[config.mk]
export PLATFORM = sky130hd
export DESIGN_NAME = lr35902_alu_flag_unit
export DESIGN_NICKNAME = d
export VERILOG_FILES = /design/src/rtl/lr35902_pkg.sv /design/src/rtl/lr35902_exec.sv /design/src/rtl/lr35902_alu_flag_unit.sv
export SDC_FILE = /design/constraint.sdc
export NUM_CORES = 1
export LEC_CHECK = 0
export ABC_AREA = 0
export BUFFER_PORTS_ARGS = -buffer_cell sky130_fd_sc_hd__buf_2
export CAP_MARGIN = 40
export CORE_MARGIN = 1
export CORE_UTILIZATION = 50
export CTS_CLUSTER_DIAMETER = 80
export DETAILED_ROUTE_END_ITERATION = 10
export HOLD_SLACK_MARGIN = 0.05
export PLACE_DENSITY = 0.74
export RECOVER_POWER = 100
export SLEW_MARGIN = 0
export SYNTH_ARGS = -nofsm -noshare
export SYNTH_HDL_FRONTEND = slang
export SYNTH_SLANG_ARGS = --single-unit
[constraint.sdc]
create_clock -name clk -period 9.14 [get_ports clk]
set_clock_uncertainty 0.15 [all_clocks]
set_input_delay 0.457 -clock clk [delete_from_list [all_inputs] [get_ports clk]]
set_output_delay 0.457 -clock clk [all_outputs]
set_load 0.01 [all_outputs]
[src/rtl/lr35902_pkg.sv]
// ---------------------------------------------------------------------------
// LR35902 package
// Operation codes, flag layout and the result bundle of the execute unit.
// ---------------------------------------------------------------------------
`default_nettype none

package lr35902_pkg;

  localparam int unsigned FuncW = 5;
  localparam int unsigned DataW = 16;
  localparam int unsigned FlagW = 4;

  typedef enum logic [FuncW-1:0] {
    FN_ADD   = 5'd0,
    FN_ADC   = 5'd1,
    FN_SUB   = 5'd2,
    FN_SBC   = 5'd3,
    FN_AND   = 5'd4,
    FN_XOR   = 5'd5,
    FN_OR    = 5'd6,
    FN_CP    = 5'd7,
    FN_INC   = 5'd8,
    FN_DEC   = 5'd9,
    FN_RLC   = 5'd10,
    FN_RRC   = 5'd11,
    FN_RL    = 5'd12,
    FN_RR    = 5'd13,
    FN_SLA   = 5'd14,
    FN_SRA   = 5'd15,
    FN_SWAP  = 5'd16,
    FN_SRL   = 5'd17,
    FN_BIT   = 5'd18,
    FN_RES   = 5'd19,
    FN_SET   = 5'd20,
    FN_RLCA  = 5'd21,
    FN_RRCA  = 5'd22,
    FN_RLA   = 5'd23,
    FN_RRA   = 5'd24,
    FN_CPL   = 5'd25,
    FN_SCF   = 5'd26,
    FN_CCF   = 5'd27,
    FN_ADD16 = 5'd28
  } func_t;

  // Flags in the order Z N H C, from bit 3 down to bit 0.
  typedef struct packed {
    logic z;
    logic n;
    logic h;
    logic c;
  } flags_t;

  typedef struct packed {
    logic [DataW-1:0] value;
    flags_t           flags;
    logic             wb;
  } exec_res_t;

endpackage

`default_nettype wire

[src/rtl/lr35902_exec.sv]
// ---------------------------------------------------------------------------
// LR35902 execute logic
// Combinational result, flag and write-back computation for one operation.
// ---------------------------------------------------------------------------
`default_nettype none

module lr35902_exec (
  input  wire logic [lr35902_pkg::FuncW-1:0] func,
  input  wire logic [lr35902_pkg::DataW-1:0] first_operand,
  input  wire logic [lr35902_pkg::DataW-1:0] second_operand,
  input  wire logic [2:0]                    bit_index,
  input  wire lr35902_pkg::flags_t           flags_in,
  output lr35902_pkg::exec_res_t             res
);
  import lr35902_pkg::*;

  logic [7:0]  a;
  logic [7:0]  v;
  logic        cin;
  logic        use_c;
  logic [8:0]  sum9;
  logic [4:0]  sum_lo;
  logic [8:0]  dif9;
  logic [4:0]  dif_lo;
  logic [16:0] sum17;
  logic [12:0] sum13;
  logic [7:0]  inc8;
  logic [7:0]  dec8;
  logic [7:0]  bmask;
  logic [7:0]  r8;

  assign a     = first_operand[7:0];
  assign v     = second_operand[7:0];
  assign cin   = flags_in.c;
  assign use_c = cin && (func == FN_ADC || func == FN_SBC);

  assign sum9   = {1'b0, a} + {1'b0, v} + {8'd0, use_c};
  assign sum_lo = {1'b0, a[3:0]} + {1'b0, v[3:0]} + {4'd0, use_c};
  assign dif9   = {1'b0, a} - {1'b0, v} - {8'd0, use_c};
  assign dif_lo = {1'b0, a[3:0]} - {1'b0, v[3:0]} - {4'd0, use_c};
  assign sum17  = {1'b0, first_operand} + {1'b0, second_operand};
  assign sum13  = {1'b0, first_operand[11:0]} + {1'b0, second_operand[11:0]};
  assign inc8   = a + 8'd1;
  assign dec8   = a - 8'd1;
  assign bmask  = 8'd1 << bit_index;

  always_comb begin
    r8        = 8'd0;
    res.value = '0;
    res.flags = flags_in;
    res.wb    = 1'b1;
    case (func)
      FN_ADD, FN_ADC: begin
        r8        = sum9[7:0];
        res.flags = '{z: (r8 == 8'd0), n: 1'b0, h: sum_lo[4], c: sum9[8]};
      end
      FN_SUB, FN_SBC, FN_CP: begin
        r8        = dif9[7:0];
        res.flags = '{z: (r8 == 8'd0), n: 1'b1, h: dif_lo[4], c: dif9[8]};
        res.wb    = (func != FN_CP);
      end
      FN_AND, FN_XOR, FN_OR: begin
        if (func == FN_AND) begin
          r8 = a & v;
        end else if (func == FN_XOR) begin
          r8 = a ^ v;
        end else begin
          r8 = a | v;
        end
        res.flags = '{z: (r8 == 8'd0), n: 1'b0, h: (func == FN_AND), c: 1'b0};
      end
      FN_INC: begin
        r8        = inc8;
        res.flags = '{z: (r8 == 8'd0), n: 1'b0, h: (a[3:0] == 4'hF), c: cin};
      end
      FN_DEC: begin
        r8        = dec8;
        res.flags = '{z: (r8 == 8'd0), n: 1'b1, h: (a[3:0] == 4'h0), c: cin};
      end
      FN_RLC, FN_RRC, FN_RL, FN_RR, FN_SLA, FN_SRA, FN_SWAP, FN_SRL: begin
        res.flags.c = 1'b0;
        case (func)
          FN_RLC:  begin r8 = {a[6:0], a[7]}; res.flags.c = a[7]; end
          FN_RRC:  begin r8 = {a[0], a[7:1]}; res.flags.c = a[0]; end
          FN_RL:   begin r8 = {a[6:0], cin};  res.flags.c = a[7]; end
          FN_RR:   begin r8 = {cin, a[7:1]};  res.flags.c = a[0]; end
          FN_SLA:  begin r8 = {a[6:0], 1'b0}; res.flags.c = a[7]; end
          FN_SRA:  begin r8 = {a[7], a[7:1]}; res.flags.c = a[0]; end
          FN_SWAP: begin r8 = {a[3:0], a[7:4]}; end
          default: begin r8 = {1'b0, a[7:1]}; res.flags.c = a[0]; end
        endcase
        res.flags.z = (r8 == 8'd0);
        res.flags.n = 1'b0;
        res.flags.h = 1'b0;
      end
      FN_BIT: begin
        r8        = a;
        res.wb    = 1'b0;
        res.flags = '{z: ~a[bit_index], n: 1'b0, h: 1'b1, c: cin};
      end
      FN_RES: begin
        r8 = a & ~bmask;
      end
      FN_SET: begin
        r8 = a | bmask;
      end
      FN_RLCA, FN_RRCA, FN_RLA, FN_RRA: begin
        res.flags = '{z: 1'b0, n: 1'b0, h: 1'b0, c: 1'b0};
        case (func)
          FN_RLCA: begin r8 = {a[6:0], a[7]}; res.flags.c = a[7]; end
          FN_RRCA: begin r8 = {a[0], a[7:1]}; res.flags.c = a[0]; end
          FN_RLA:  begin r8 = {a[6:0], cin};  res.flags.c = a[7]; end
          default: begin r8 = {cin, a[7:1]};  res.flags.c = a[0]; end
        endcase
      end
      FN_CPL: begin
        r8          = ~a;
        res.flags.n = 1'b1;
        res.flags.h = 1'b1;
      end
      FN_SCF: begin
        r8        = a;
        res.wb    = 1'b0;
        res.flags = '{z: flags_in.z, n: 1'b0, h: 1'b0, c: 1'b1};
      end
      FN_CCF: begin
        r8        = a;
        res.wb    = 1'b0;
        res.flags = '{z: flags_in.z, n: 1'b0, h: 1'b0, c: ~cin};
      end
      FN_ADD16: begin
        res.flags = '{z: flags_in.z, n: 1'b0, h: sum13[12], c: sum17[16]};
      end
      default: begin
        res.wb = 1'b0;
      end
    endcase
    if (func == FN_ADD16) begin
      res.value = sum17[15:0];
    end else begin
      res.value = {8'd0, r8};
    end
  end

endmodule

`default_nettype wire

[src/rtl/lr35902_alu_flag_unit.sv]
// ---------------------------------------------------------------------------
// LR35902 ALU and flag unit
// Execute stage with ALU, CB shifts, bit operations and flag generation.
// ---------------------------------------------------------------------------
// The unit takes one operation per clock cycle while out_ready does not hold
// the output back, and returns exactly one result for each, in order. An
// accepted operation is captured in an input register, evaluated by a single
// level of shallow combinational logic, and captured in a result register;
// those two registers work as a two-entry pipeline. While a finished result
// waits, the input side accepts only into an empty input register: a stage
// advances whenever the stage after it is empty or is being emptied in the
// same cycle. The unit holds no architectural state; reset only empties the
// pipeline.
`default_nettype none

module lr35902_alu_flag_unit (
  input  wire logic                          clk,
  input  wire logic                          rst,
  input  wire logic                          in_valid,
  output logic                               in_ready,
  input  wire logic [lr35902_pkg::FuncW-1:0] func,
  input  wire logic [lr35902_pkg::DataW-1:0] first_operand,
  input  wire logic [lr35902_pkg::DataW-1:0] second_operand,
  input  wire logic [2:0]                    bit_index,
  input  wire logic [lr35902_pkg::FlagW-1:0] flags_in,
  output logic                               out_valid,
  input  wire logic                          out_ready,
  output logic [lr35902_pkg::DataW-1:0]      result_value,
  output logic [lr35902_pkg::FlagW-1:0]      flags_out,
  output logic                               write_back
);
  import lr35902_pkg::*;

  // Input register.
  logic             in_full;
  logic [FuncW-1:0] func_q;
  logic [DataW-1:0] op1_q;
  logic [DataW-1:0] op2_q;
  logic [2:0]       bidx_q;
  flags_t           flags_q;

  // Result register.
  exec_res_t        res_next;
  exec_res_t        res_q;

  logic             res_load;

  // The result register can load when it is empty or its transfer completes.
  assign res_load = !out_valid || out_ready;
  // The input register can load when it is empty or moves on this cycle.
  assign in_ready = !in_full || res_load;

  always_ff @(posedge clk) begin
    if (rst) begin
      in_full <= 1'b0;
    end else if (in_ready) begin
      in_full <= in_valid;
    end
  end

  always_ff @(posedge clk) begin
    if (in_valid && in_ready) begin
      func_q  <= func;
      op1_q   <= first_operand;
      op2_q   <= second_operand;
      bidx_q  <= bit_index;
      flags_q <= flags_t'(flags_in);
    end
  end

  lr35902_exec u_exec (
    .func           (func_q),
    .first_operand  (op1_q),
    .second_operand (op2_q),
    .bit_index      (bidx_q),
    .flags_in       (flags_q),
    .res            (res_next)
  );

  always_ff @(posedge clk) begin
    if (rst) begin
      out_valid <= 1'b0;
    end else if (res_load) begin
      out_valid <= in_full;
    end
  end

  always_ff @(posedge clk) begin
    if (res_load && in_full) begin
      res_q <= res_next;
    end
  end

  assign result_value = res_q.value;
  assign flags_out    = res_q.flags;
  assign write_back   = res_q.wb;

endmodule

`default_nettype wire

==> metrics.yaml <==
outcome: "finished, violations left"
syn_nets: 752
yosys.area.top_type: "edfxtp_1"
layout-area-overhead-vs-synth_pct: 12.1
violations: "max-capacitance violations"
synth_flop_cell: "edfxtp_1"
synth-seq-cells: 67
die_h_um: 109
io_pins: 71
crit_path_max_fanout: 24
finalCriticalPeriod_ns: 4.42
vias: 5660
p_total_uw: 994
required_ns: 9.08
muxShareOfSynthArea_pct: 1.34
start_util_pct: 52.3
gp_congestion: 0.997
crit_chain: "nor2_1 -> nand3_1 -> fa_1 -> fa_1 -> o21a_1 -> nor2_1 -> o2bb2ai_1 -> xnor2_1 -> a221oi_1 -> o211ai_1 -> or2_2"
max_freq_mhz: 226
synth-xor-area-share_pct: 4.40
place_area_um2: 6230
finalHoldViolCount: 0
drt-initial-drc-count: 643
grt_max_degree: 34
rsz0062_at_grt: "no"
synth_area_leaders: "edfxtp_1 34%, ha_1 9.1%, nor2_1 4.5%"
drv_slew: 0
crit_buf_inv: 0
worst_path_largest_cell_delay_ns: 0.69
arrival_ns: 4.36
post-route-period-util_pct: 48.3
synthCells: 657
fin_tns_setup_ns: 0
endpoint_kind: "flop"
synth_simple_gate_area_share_pct: 20.1
maxCapViolCount: 1
ys_async_sr_fraction_pct: 0
viasPerCell: 6.66
final_cell_area_um2: 6470
finalSetupViolCount: 0
synth_top_cell_area_share_pct: 33.8
cts-hold-fix-buffers: 0
synth-edff-count: 65
grt_usage_pct: 32.8
antenna_found_initial: 0
dieArea_um2: 12000
clkTransAtPathRegs_ns: 0.07
worst_pin_slew_ns: 1.49
port_buffers: 70
dp_hpwl_mm: 14.0
drive_gt1_share_pct: 12.0
cts_setup_buffers: 0
grt_pass1_vias: 5112
netlist_area_um2: 5770
worstHoldPathType: "primary input to flop"
relSlewSlack_pct: 0.342
core-area_um2: 11000
overflow: 0
netlist_top_cells_count: "69 x nor2_1, 65 x edfxtp_1, 54 x nand2_1"
r2r_slack_ns: 4.72
yosys_warnings: 0
clk_latency_ns: 0.35
num-nets-final: 800
clock_sinks: 67
grt_pass1_wl_mm: 28.9
rows: 38
cp_top_family: "simple AND/OR/NAND/NOR gates"
syn_area_per_cell_um2: 8.79
leakagePower_nw: 2.56
cts_buffer_depth: 2
cts_tree: "done"
criticalPathCategory: "flop to flop"
fp.dieW_um: 109
route.detailed.drc: 0
htreeDepth: 3
ir_worst_vdd_mv: 0.0880
synth_top_family_by_area: "compound AO/OA/AOI/OAI gates"
clock-root-buffer: "clkbuf_16"
num_antenna_cells: 0
start_kind: "flop"
yosysUniqueCellTypes: 74
cts_made_buffers: 9
synth_most_common_cell: "nor2_1"
synth_compound_area_share_pct: 23.0
wl_mm: 19.0
powerDensity_nw_per_um2: 153
synthAdderAreaFrac_pct: 11.0
wl_per_cell_um: 22.4
post_cts_resized: 0
drt-pass1-iter-count: 6
yosysSeqAreaShare_pct: 34.5
ant_nets: 0
critical-path-slowest-cell: "edfxtp_1"
==> cell families after synthesis <==
group / after synthesis
buffers and inverters: 78
DFF: 67
muxes: 5
AOI/OAI and AO/OA: 197
and+or+nand+nor: 233
xor gates and xnor gates: 29
adders and majority gates: 48
==> routing by layer <==
layer  share of wire [%]  track usage (%)  vias to the layer above
li1                    -                -                     2546
met1                  41             45.4                     2689
met2                  44             50.0                      362
met3                  10             6.70                       63
met4                 4.3             13.0                        0
met5                   0                0                        -
==> area by class of cell <==
type | count | area (um2)
inverter | 36 | 135
tap | 140 | 175
multi-input combinational | 512 | 3460
sequential | 67 | 1990
timing repair buffer | 79 | 409
clock inverter | 7 | 81.3
fill | 1006 | 4560
clock buffer | 9 | 225
==> flip-flops by register name, summed over array words and instances, names as in the netlist <==
| signal | flops |
|---|---|
| write_back | 1 |
| flags_q | 4 |
| in_full | 1 |
| result_value | 16 |
| bidx_q | 3 |
| op1_q | 16 |
| out_valid | 1 |
| flags_out | 4 |
| func_q | 5 |
| op2_q | 16 |
==> cells in the final DEF, fill, tap and decap left out, types with 14 or more instances in the layout <==
master / Yosys / final
nand3_1: 16 / 16
ha_1: 42 / 42
inv_1: 36 / 36
clkbuf_1: 28 / 25
buf_2: 8 / 47
a21oi_1: 43 / 43
o21ai_0: 41 / 41
nand2_1: 54 / 54
and3_1: 14 / 14
edfxtp_1: 65 / 65
nor2_1: 69 / 69
xnor2_1: 18 / 18
nor3_1: 15 / 15
==> worst paths after layout <==
| path | start | depth (start not counted) | endpoint |
|---|---|---|---|
| worst max-delay path | func_q[2] | 11 | result_value[6] |
| worst min-delay path | first_operand[1] | 1 | op1_q[1] |
| worst min register to register | in_full | 2 | out_valid |
| worst max register to register | func_q[2] | 11 | result_value[6] |
==> metrics by stage <==
stage	util, %	setup WS (ns)	hold slack, ns	std cells
finish	58.7	4.72	0.131	850
global route	58.7	4.40	0.129	850
CTS	59.2	4.79	0.132	850
detailed placement	56.5	4.80	0.351	834
global placement	55.7	4.92	0.338	829
floorplan	-	5.56	0.328	657
==> power by group <==
| group | total (mW) | switching (mW) | internal, mW | leakage [nW] |
|---|---|---|---|---|
| combinational | 0.238 | 0.147 | 0.0907 | 1.77 |
| sequential | 0.384 | 0.0243 | 0.360 | 0.638 |
| clock | 0.372 | 0.156 | 0.216 | 0.147 |
| total | 0.994 | 0.327 | 0.667 | 2.56 |
==> worst reg2reg max path: cells and delay by family (launching register included) <==
kind | cells | cell delay [ns]
AO/OA/AOI/OAI | 4 | 0.90
XOR/XNOR | 1 | 0.14
adder cells (fa/ha/maj) | 2 | 0.93
flip-flops | 1 | 0.69
AND/OR/NAND/NOR | 4 | 1.34
Power figures use the tool's default switching activity.
